--- config.mk ---
export PLATFORM = sky130hd
export DESIGN_NAME = dual_quadrature_counter_latch
export DESIGN_NICKNAME = d
export VERILOG_FILES = /design/src/hw/rtl/dqcl_pkg.sv /design/src/hw/rtl/dual_quadrature_counter_latch.sv /design/src/hw/rtl/dqcl_quad_step.sv
export SDC_FILE = /design/constraint.sdc
export NUM_CORES = 1
export LEC_CHECK = 0
export ABC_AREA = 1
export BUFFER_PORTS_ARGS = -buffer_cell sky130_fd_sc_hd__buf_4
export CAP_MARGIN = 20
export CORE_ASPECT_RATIO = 1.75
export CORE_MARGIN = 2
export CORE_UTILIZATION = 29
export CTS_BUF_LIST = sky130_fd_sc_hd__clkbuf_16
export CTS_CLUSTER_SIZE = 30
export DETAILED_ROUTE_END_ITERATION = 8
export GPL_TIMING_DRIVEN = 1
export HOLD_SLACK_MARGIN = 0.03
export PLACE_DENSITY_LB_ADDON = 0.12
export SETUP_SLACK_MARGIN = 0.3
export SYNTH_ARGS = -nofsm -noshare
export SYNTH_HDL_FRONTEND = slang
export SYNTH_HIERARCHICAL = 1
export SYNTH_SLANG_ARGS = --single-unit
--- constraint.sdc ---
create_clock -name clk -period 3.8 [get_ports clk]
set_input_delay 0.19 -clock clk [delete_from_list [all_inputs] [get_ports clk]]
set_output_delay 0.19 -clock clk [all_outputs]
set_load 0.05 [all_outputs]
--- src/hw/rtl/dqcl_pkg.sv ---
// Shared types and constants for the dual quadrature counter with latch.
package dqcl_pkg;

	// Operation codes carried in the op field of an input beat
	localparam logic OP_EDGE = 1'b0;
	localparam logic OP_TICK = 1'b1;

	// Configuration register indexes
	localparam int CFG_INDEX_W = 2;
	localparam logic [CFG_INDEX_W-1:0] REG_INVERT_E1      = 2'd0;
	localparam logic [CFG_INDEX_W-1:0] REG_INVERT_E2      = 2'd1;
	localparam logic [CFG_INDEX_W-1:0] REG_TICK_PERIOD_MS = 2'd2;

	// Configuration data width and reset values
	localparam int CFG_DATA_W = 10;
	localparam int PERIOD_W   = 10;
	localparam logic                INVERT_RESET = 1'b1;
	localparam logic [PERIOD_W-1:0] PERIOD_RESET = 10'd20;

	// Counter width
	localparam int CNT_W = 32;

	// Input beat
	typedef struct packed {
		logic op;
		logic e1_a_edge;
		logic e1_b_edge;
		logic e2_a_edge;
		logic e2_b_edge;
		logic e1_a_level;
		logic e1_b_level;
		logic e2_a_level;
		logic e2_b_level;
	} in_t;

	// Result beat
	typedef struct packed {
		logic signed [CNT_W-1:0] window_count_e1;
		logic signed [CNT_W-1:0] window_count_e2;
		logic signed [CNT_W-1:0] running_total_e1;
		logic signed [CNT_W-1:0] running_total_e2;
		logic        [CNT_W-1:0] elapsed_ms;
	} out_t;

endpackage

--- src/hw/rtl/dual_quadrature_counter_latch.sv ---
// Top level: two x4 quadrature counters with periodic window latch and timebase.
//
// Usage:
//   Input channel (in_valid / in_stall / in_item) carries one beat per event.
//   An edge beat (op = edge) flags which phases of each encoder changed and
//   gives the current pin levels; it updates the pulse counts and gives no
//   result. A tick beat (op = tick) latches both window counts (negated when
//   the invert register is set), clears the pulse counts, adds the windows to
//   the running totals and advances the millisecond timebase by the period.
//   Each tick gives one beat on the output channel (out_valid / out_stall /
//   out_item); edge beats give none.
//   A tick's result passes the input register, then the result register.
//   Throughput: one beat per cycle, unless a tick waits on an unread result.
//   Configuration: cfg_we with cfg_index / cfg_data writes a register; write
//   only while the block is idle. Indexes beyond the list are ignored.
//   Reset: counts, totals and timebase clear to zero; both invert bits set;
//   period is 20 ms. While the receiver stalls, the held result stays put and
//   edge beats keep flowing; a second tick waits in the input register, and
//   only then does in_stall rise.
module dual_quadrature_counter_latch (
	input  logic                                  clk,
	input  logic                                  arst_n,
	input  logic                                  in_valid,
	output logic                                  in_stall,
	input  dqcl_pkg::in_t                         in_item,
	output logic                                  out_valid,
	input  logic                                  out_stall,
	output dqcl_pkg::out_t                        out_item,
	input  logic                                  cfg_we,
	input  logic [dqcl_pkg::CFG_INDEX_W-1:0]      cfg_index,
	input  logic [dqcl_pkg::CFG_DATA_W-1:0]       cfg_data
);

	// Configuration registers
	logic                              invert_e1_q;
	logic                              invert_e2_q;
	logic [dqcl_pkg::PERIOD_W-1:0]     period_q;

	// Input register
	logic                              valid_s1;
	dqcl_pkg::in_t                     item_s1;

	// Counter state
	logic [dqcl_pkg::CNT_W-1:0]        pulse_e1_q;
	logic [dqcl_pkg::CNT_W-1:0]        pulse_e2_q;
	logic [dqcl_pkg::CNT_W-1:0]        total_e1_q;
	logic [dqcl_pkg::CNT_W-1:0]        total_e2_q;
	logic [dqcl_pkg::CNT_W-1:0]        ms_q;

	// Result register
	logic                              out_valid_q;
	dqcl_pkg::out_t                    out_q;

	// Datapath
	logic [dqcl_pkg::CNT_W-1:0]        pulse_e1_next;
	logic [dqcl_pkg::CNT_W-1:0]        pulse_e2_next;
	logic [dqcl_pkg::CNT_W-1:0]        window_e1;
	logic [dqcl_pkg::CNT_W-1:0]        window_e2;
	logic [dqcl_pkg::CNT_W-1:0]        total_e1_next;
	logic [dqcl_pkg::CNT_W-1:0]        total_e2_next;
	logic [dqcl_pkg::CNT_W-1:0]        ms_next;
	logic                              tick_s1;
	logic                              blocked_s1;
	logic                              fire_s1;

	// Write configuration registers
	always_ff @(posedge clk or negedge arst_n) begin
		if (!arst_n) begin
			invert_e1_q <= dqcl_pkg::INVERT_RESET;
			invert_e2_q <= dqcl_pkg::INVERT_RESET;
			period_q    <= dqcl_pkg::PERIOD_RESET;
		end else if (cfg_we) begin
			unique case (cfg_index)
				dqcl_pkg::REG_INVERT_E1:      invert_e1_q <= cfg_data[0];
				dqcl_pkg::REG_INVERT_E2:      invert_e2_q <= cfg_data[0];
				dqcl_pkg::REG_TICK_PERIOD_MS: period_q    <= cfg_data[dqcl_pkg::PERIOD_W-1:0];
				default: ;
			endcase
		end
	end

	// Hold a tick in the input register while a result waits unread
	assign tick_s1    = item_s1.op == dqcl_pkg::OP_TICK;
	assign blocked_s1 = valid_s1 && tick_s1 && out_valid_q && out_stall;
	assign fire_s1    = valid_s1 && !blocked_s1;
	assign in_stall   = blocked_s1;

	// Load the input register
	always_ff @(posedge clk or negedge arst_n) begin
		if (!arst_n) begin
			valid_s1 <= 1'b0;
		end else if (!in_stall) begin
			valid_s1 <= in_valid;
		end
	end

	always_ff @(posedge clk) begin
		if (in_valid && !in_stall) begin
			item_s1 <= in_item;
		end
	end

	// Decode edges for each encoder
	dqcl_quad_step u_step_e1 (
		.acc      (pulse_e1_q),
		.a_edge   (item_s1.e1_a_edge),
		.b_edge   (item_s1.e1_b_edge),
		.a_level  (item_s1.e1_a_level),
		.b_level  (item_s1.e1_b_level),
		.acc_next (pulse_e1_next)
	);

	dqcl_quad_step u_step_e2 (
		.acc      (pulse_e2_q),
		.a_edge   (item_s1.e2_a_edge),
		.b_edge   (item_s1.e2_b_edge),
		.a_level  (item_s1.e2_a_level),
		.b_level  (item_s1.e2_b_level),
		.acc_next (pulse_e2_next)
	);

	// Latch windows, optionally negated, and advance totals and timebase
	assign window_e1     = invert_e1_q ? (-pulse_e1_q) : pulse_e1_q;
	assign window_e2     = invert_e2_q ? (-pulse_e2_q) : pulse_e2_q;
	assign total_e1_next = total_e1_q + window_e1;
	assign total_e2_next = total_e2_q + window_e2;
	assign ms_next       = ms_q + {{(dqcl_pkg::CNT_W-dqcl_pkg::PERIOD_W){1'b0}}, period_q};

	// Update counter state
	always_ff @(posedge clk or negedge arst_n) begin
		if (!arst_n) begin
			pulse_e1_q <= '0;
			pulse_e2_q <= '0;
			total_e1_q <= '0;
			total_e2_q <= '0;
			ms_q       <= '0;
		end else if (fire_s1) begin
			if (tick_s1) begin
				pulse_e1_q <= '0;
				pulse_e2_q <= '0;
				total_e1_q <= total_e1_next;
				total_e2_q <= total_e2_next;
				ms_q       <= ms_next;
			end else begin
				pulse_e1_q <= pulse_e1_next;
				pulse_e2_q <= pulse_e2_next;
			end
		end
	end

	// Result register: load on a tick, drop once the beat is taken
	always_ff @(posedge clk or negedge arst_n) begin
		if (!arst_n) begin
			out_valid_q <= 1'b0;
		end else if (fire_s1 && tick_s1) begin
			out_valid_q <= 1'b1;
		end else if (!out_stall) begin
			out_valid_q <= 1'b0;
		end
	end

	always_ff @(posedge clk) begin
		if (fire_s1 && tick_s1) begin
			out_q.window_count_e1  <= window_e1;
			out_q.window_count_e2  <= window_e2;
			out_q.running_total_e1 <= total_e1_next;
			out_q.running_total_e2 <= total_e2_next;
			out_q.elapsed_ms       <= ms_next;
		end
	end

	assign out_valid = out_valid_q;
	assign out_item  = out_q;

endmodule

--- src/hw/rtl/dqcl_quad_step.sv ---
// One encoder's x4 decode: applies the A and B edge rules to a pulse count.
module dqcl_quad_step (
	input  logic [dqcl_pkg::CNT_W-1:0] acc,
	input  logic                       a_edge,
	input  logic                       b_edge,
	input  logic                       a_level,
	input  logic                       b_level,
	output logic [dqcl_pkg::CNT_W-1:0] acc_next
);

	logic signed [2:0] a_delta;
	logic signed [2:0] b_delta;
	logic signed [2:0] delta;

	// A edge: up with B high, down with B low
	always_comb begin
		if (!a_edge) begin
			a_delta = 3'sd0;
		end else if (b_level) begin
			a_delta = 3'sd1;
		end else begin
			a_delta = -3'sd1;
		end
	end

	// B edge: down with A high, up with A low
	always_comb begin
		if (!b_edge) begin
			b_delta = 3'sd0;
		end else if (a_level) begin
			b_delta = -3'sd1;
		end else begin
			b_delta = 3'sd1;
		end
	end

	assign delta = a_delta + b_delta;

	// Add the sign-extended net change, wrapping
	assign acc_next = acc + {{(dqcl_pkg::CNT_W-3){delta[2]}}, delta};

endmodule
## Word level (Yosys, flattened, before mapping)

Index checks and enable logic that the tools add are counted.

- Multiplexer cells: 14
- Eq/ne operators: 3
- Add/sub/neg operators: 9
- Reduce and logical (&&, ||, !) cells: 12

Operators by type and width:

| operator | number |
|---|---|
| $add 32x32->32 | 4 |
| $mux 32 | 4 |
| $neg 32->32 | 2 |
| $add 32x10->32 | 1 |
| $mux 3 | 8 |
| $reduce_and 2->1 | 4 |
| $add 3x3->3 | 2 |
| $logic_and 1x1->1 | 6 |
| $eq 2x1->1 const B | 1 |
| $eq 2x2->1 const B | 1 |
| $logic_not 2->1 | 1 |
| $mux 1 | 2 |
| $ne 2x1->1 const B | 1 |
| $logic_not 1->1 | 1 |

- Word-level logic and storage cells: 62
- Input bits: 26
- Flip-flop bits (word level): 343
- Output and inout bits: 162

## Depth between registers and ports, before layout

- Word-level depth: 7
- Depth in mapped cells: 23
- Gate-level depth less buffers: 23

## Modules after synthesis

The synthesis kept the hierarchy.

By module, submodules not included:

| module | sequential area each (µm²) | area an instance (µm²) | times used | cells each |
|---|---|---|---|---|
| dual_quadrature_counter_latch | 9434.0 | 18743.0 | 1 | 2176 |
| dqcl_quad_step | 0.0 | 2442.3 | 2 | 507 |

## Worst setup path before layout

OpenSTA, ideal clock, no wires.

- Kind: register -> register
- Start: register out_valid_q (netlist: out_valid)
- End: register out_q, in the netlist out_item[0], enable pin
- Setup slack: 0.059 ns
- Path buffers: 2
- Data required time: 3.349 ns
- Setup time: 0.451 ns
- Period minus slack after synthesis: 3.741 ns
- Data arrival time: 3.290 ns
- Stages on the path, launching flop included: 8
- Cells stage by stage: dfrtp_1 nand2_1 nor3_4 nor2_2 nand2_1 inv_2 buf_2 buf_2

- Longest elaborated chain between the ends: 5

Ends and longest elaborated chain:

| what | RTL line | text |
|---|---|---|
| start, declared | dual_quadrature_counter_latch.sv:51 | `logic out_valid_q;` |
| start signal, assigned | dual_quadrature_counter_latch.sv:154 | `out_valid_q <= 1'b0;` |
| start signal, assigned | dual_quadrature_counter_latch.sv:156 | `out_valid_q <= 1'b1;` |
| start signal, assigned | dual_quadrature_counter_latch.sv:158 | `out_valid_q <= 1'b0;` |
| $logic_and 1x1->1 (2 in series) | dual_quadrature_counter_latch.sv:84 | `assign blocked_s1 = valid_s1 && tick_s1 && out_valid_q && out_stall;` |
| $logic_not 1->1 | dual_quadrature_counter_latch.sv:85 | `assign fire_s1 = valid_s1 && !blocked_s1;` |
| $logic_and 1x1->1 | dual_quadrature_counter_latch.sv:85 |  |
| $logic_and 1x1->1 | dual_quadrature_counter_latch.sv:163 | `if (fire_s1 && tick_s1) begin` |
| end, declared | dual_quadrature_counter_latch.sv:52 | `dqcl_pkg::out_t out_q;` |

Every way passes these cells.
A chain may end at the register's enable or synchronous reset.

## Worst setup path in the final report

- Start: register pulse_e1_q[2] (netlist name)
- End: register out_q, in the netlist out_item[94] (data pin)

- Longest elaborated chain between the ends: 3

Ends and longest elaborated chain:

| what | RTL line | text |
|---|---|---|
| start, declared | dual_quadrature_counter_latch.sv:44 | `logic [dqcl_pkg::CNT_W-1:0] pulse_e1_q;` |
| start signal, assigned | dual_quadrature_counter_latch.sv:145 | `pulse_e1_q <= pulse_e1_next;` |
| $neg 32->32 | dual_quadrature_counter_latch.sv:123 | `assign window_e1 = invert_e1_q ? (-pulse_e1_q) : pulse_e1_q;` |
| $mux 32 | dual_quadrature_counter_latch.sv:123 |  |
| named net window_e1, one bit | dual_quadrature_counter_latch.sv:57 | `logic [dqcl_pkg::CNT_W-1:0] window_e1;` |
| $add 32x32->32 | dual_quadrature_counter_latch.sv:125 | `assign total_e1_next = total_e1_q + window_e1;` |
| named net total_e1_next, one bit | dual_quadrature_counter_latch.sv:59 | `logic [dqcl_pkg::CNT_W-1:0] total_e1_next;` |

The timed path passes the listed nets, and every way through them passes these cells.

==> impl_results.md <==
- Post-synth cell types: 45
- Via Count: 21.4k
- CTS tree: yes
- Layout cells sized above 1: 0.179
- Syn. warnings: 6
- Final period util: 0.888
- Max-cap violations: 0
- EDFF count, synth: 169
- Syn_area_per_cell: 7.41 um2
- RSZ-0062 raised after global routing: yes
- Initial Util: 0.292
- Largest net degree at the start of global routing: 85
- Drt total wl: 85500 um
- Clk sinks: 343
- Syn Nets: 3373
- CTS Buffer Depth: 3
- Status: completed
- Area fraction of the dominant cell type after synthesis: 0.215
- Placed inst area: 27100 um2
- Clock skew: 0.0270 ns
- Final instance area: 29900 um2
- Peak VDD IR: 600 uV
- DP Wirelength: 68000 um
- Fmax: 296 MHz
- Fin. max-slew vios: 0
- Worst-path fanout max: 4
- Total grt overflow: 0
- NumNets Final: 3724
- Crit path buffers/inverters: 0
- Hold Crit Class: input pin to flip-flop
- Total negative setup slack: 0 ns
- Fill cells: 8687
- Pre-CTS WS: -0.0484 ns
- Max transition margin: 0.387
- Crit path arrival time: 3.71 ns
- Fin crit period: 3.37 ns
- I/O pin cnt: 188
- Final Hold Viols: 0
- Pre-antenna DRT Iters: 6
- Dpl cells: 4499
- Synth-to-Final Area Change: 26.4%
- Synth area leader: edfxtp_1
- Final worst-path setup slack: 0.425 ns
- CTS Buf Count: 40
- Die height: 382 um
- Finished Layout Cells: 4624
- Clock root buffer: clkbuf_16
- CTS clk-pin slew, worst paths: 0.06 ns
- WL/cell: 18.5 um
- Critical path class: flip-flop to flip-flop
- Critical path cell sequence: nor2_1 > nand2_1 > nor2_2 > nand2_1 > o31ai_2 > xor2_1 > ha_1 > a21oi_1 > nor2_1 > o21ai_0 > nand3_1 > nor2_1 > nand3_1 > and2_1
- Core Area: 80800 um2
- Register area share after synthesis: 0.399
- Critical Path Source Type: flip-flop
- Initial DRC Count: 1045
- Post-Syn Area: 23600 um2
- Die ar.: 83900 um2
- Global-route wire length before repair: 130000 um
- Synth top area cells: edfxtp_1 (21%), dfrtp_1 (18%), nand2_1 (18%)
- FF+latch count, synth: 343
- Multi-input gate area: 13200 um2
- Die W: 220 um
- Leakage: 15.1 nW
- Final setup viols: 0
- Delay-heaviest family, CP: simple AND/OR/NAND/NOR gates
- Ys async rst share: 0.507
- Cell Pwr Density: 974 nW/um2
- Sequential standard cell area: 9440 um2
- CP required: 4.14 ns
- R2R setup slack: 0.43 ns
- Worst-skew pair later-pin latency: 0.58 ns
- Avg Vias per Cell: 4.62
- Worst path max stage delay: 0.42 ns
- Gr usage total: 0.206
- Mapped Cells: 3190
- Final estimated routing congestion in global placement: 0.911
- # port buffers: 187
- Most common cell on crit path: nor2_1
- Vias in the first global route: 22.5k
- Main synth FF type: dfrtp_1
- Slew @ Worst Pin: 0.919 ns
- Antenna violations before repair: 1
- Critical path's slowest cell: dfrtp_1
- Max H-tree Level: 2
- Crit end category: flip-flop
- DRC: 0
- ANT nets after route: 0
- FP Rows: 138
-- registers in the layout (all words and copies together), names as in the netlist, 8 cells and up --
name        flops
pulse_e1_q     32
pulse_e2_q     32
period_q       10
total_e2_q     32
ms_q           32
item_s1         8
total_e1_q     32
out_item      160
-- timing repair --
action	4_1_cts	5_1_grt
setup buffers	7	19
resized for setup	51	152
setup endpoints to repair	38	62
hold endpoints to repair	104	0
pin swaps	10	43
hold buffers	24	0
-- final timing paths --
kind	from	end	depth (start not counted)
worst max-delay path	pulse_e1_q[2]	out_item[94]	14
worst min-delay path	cfg_index[0]	invert_e2_q	4
worst max register to register	pulse_e1_q[2]	out_item[94]	14
worst min register to register	ms_q[0]	ms_q[0]	2
max in group asynchronous	arst_n	period_q[2]	3
min in group asynchronous	arst_n	pulse_e2_q[1]	2
-- cells in the mapped netlist (all sizes together), types with 8 or more instances --
master and n:
nand3b 13, ha 148, inv 423, o21ai 134, nand2 1155, xor2 136
nand4 19, edfxtp 169, a21o 8, nand3 225, mux2 8, nor3 35
or2 9, clkbuf 27, xnor2 12, nor2 287, o21bai 11, fa 9
dfrtp 170, and2 25, a21oi 125, buf 23
-- worst register-to-register path, delay by kind of cell, from the launching register on --
| kind | cells | cell delay (ns) |
|---|---|---|
| and+or+nand+nor | 9 | 1.28 |
| DFF | 1 | 0.42 |
| adders and majority gates | 1 | 0.38 |
| AOI/OAI and AO/OA | 3 | 0.76 |
| xor gates and xnor gates | 1 | 0.29 |
-- routing by layer --
layer	GRT usage	share of wire	vias up	routed length [um]
met5	0	0	-	0
met4	0.107	0.060	0	5090
met3	0.0197	0.025	170	2130
met2	0.421	0.57	390	48700
met1	0.195	0.35	9957	29600
li1	-	-	10900	-
-- cell usage in the layout, fill, tap and decap left out, types with 99 or more instances in the layout --
master,Yosys,routed
nand2_1,1124,1091
o21ai_0,122,103
edfxtp_1,169,169
inv_1,420,420
a21oi_1,123,99
xor2_1,130,116
buf_4,0,324
nand3_1,220,214
dfrtp_1,170,169
ha_1,148,127
nor2_1,278,250
-- layout make-up --
cell class / count / share of cell area
tap: 1050 / 0.0440
timing repair buffer: 359 / 0.0958
clock buffer: 42 / 0.0352
antenna: 1 / 0.0000838
inverter: 423 / 0.0534
multi-input combinational: 2374 / 0.442
clock inverter: 32 / 0.0131
sequential: 343 / 0.316
-- where the power goes --
group / total (mW) / internal (mW) / switching (mW)
Clock: 4.32 / 2.57 / 1.74
Combinational: 18.2 / 6.30 / 11.9
Sequential: 6.57 / 5.68 / 0.884
-- cells by family (layout without fill, tap and decap cells) --
| group | count (synthesis) | count (layout) | share of synthesized area |
|---|---|---|---|
| fa+ha+maj | 157 | 157 | 0.0860 |
| xor+xnor | 148 | 148 | 0.0574 |
| mux | 8 | 8 | 0.00381 |
| buf+inv | 473 | 856 | 0.0763 |
| other cells | 0 | 1 | 0 |
| compound gates | 287 | 287 | 0.0652 |
| simple gates | 1774 | 1774 | 0.312 |
| flops | 343 | 343 | 0.399 |
-- stage by stage --
step / hold slack (ns) / total power [mW] / util
floorplan: -0.106 / 17.0 / -
global placement: 0.369 / 23.6 / 0.336
detailed placement: 0.370 / 23.5 / 0.336
CTS: 0.0369 / 28.4 / 0.360
global route: 0.0393 / 31.3 / 0.370
finish: 0.0524 / 29.1 / 0.370
Power figures use the tool's default switching activity.
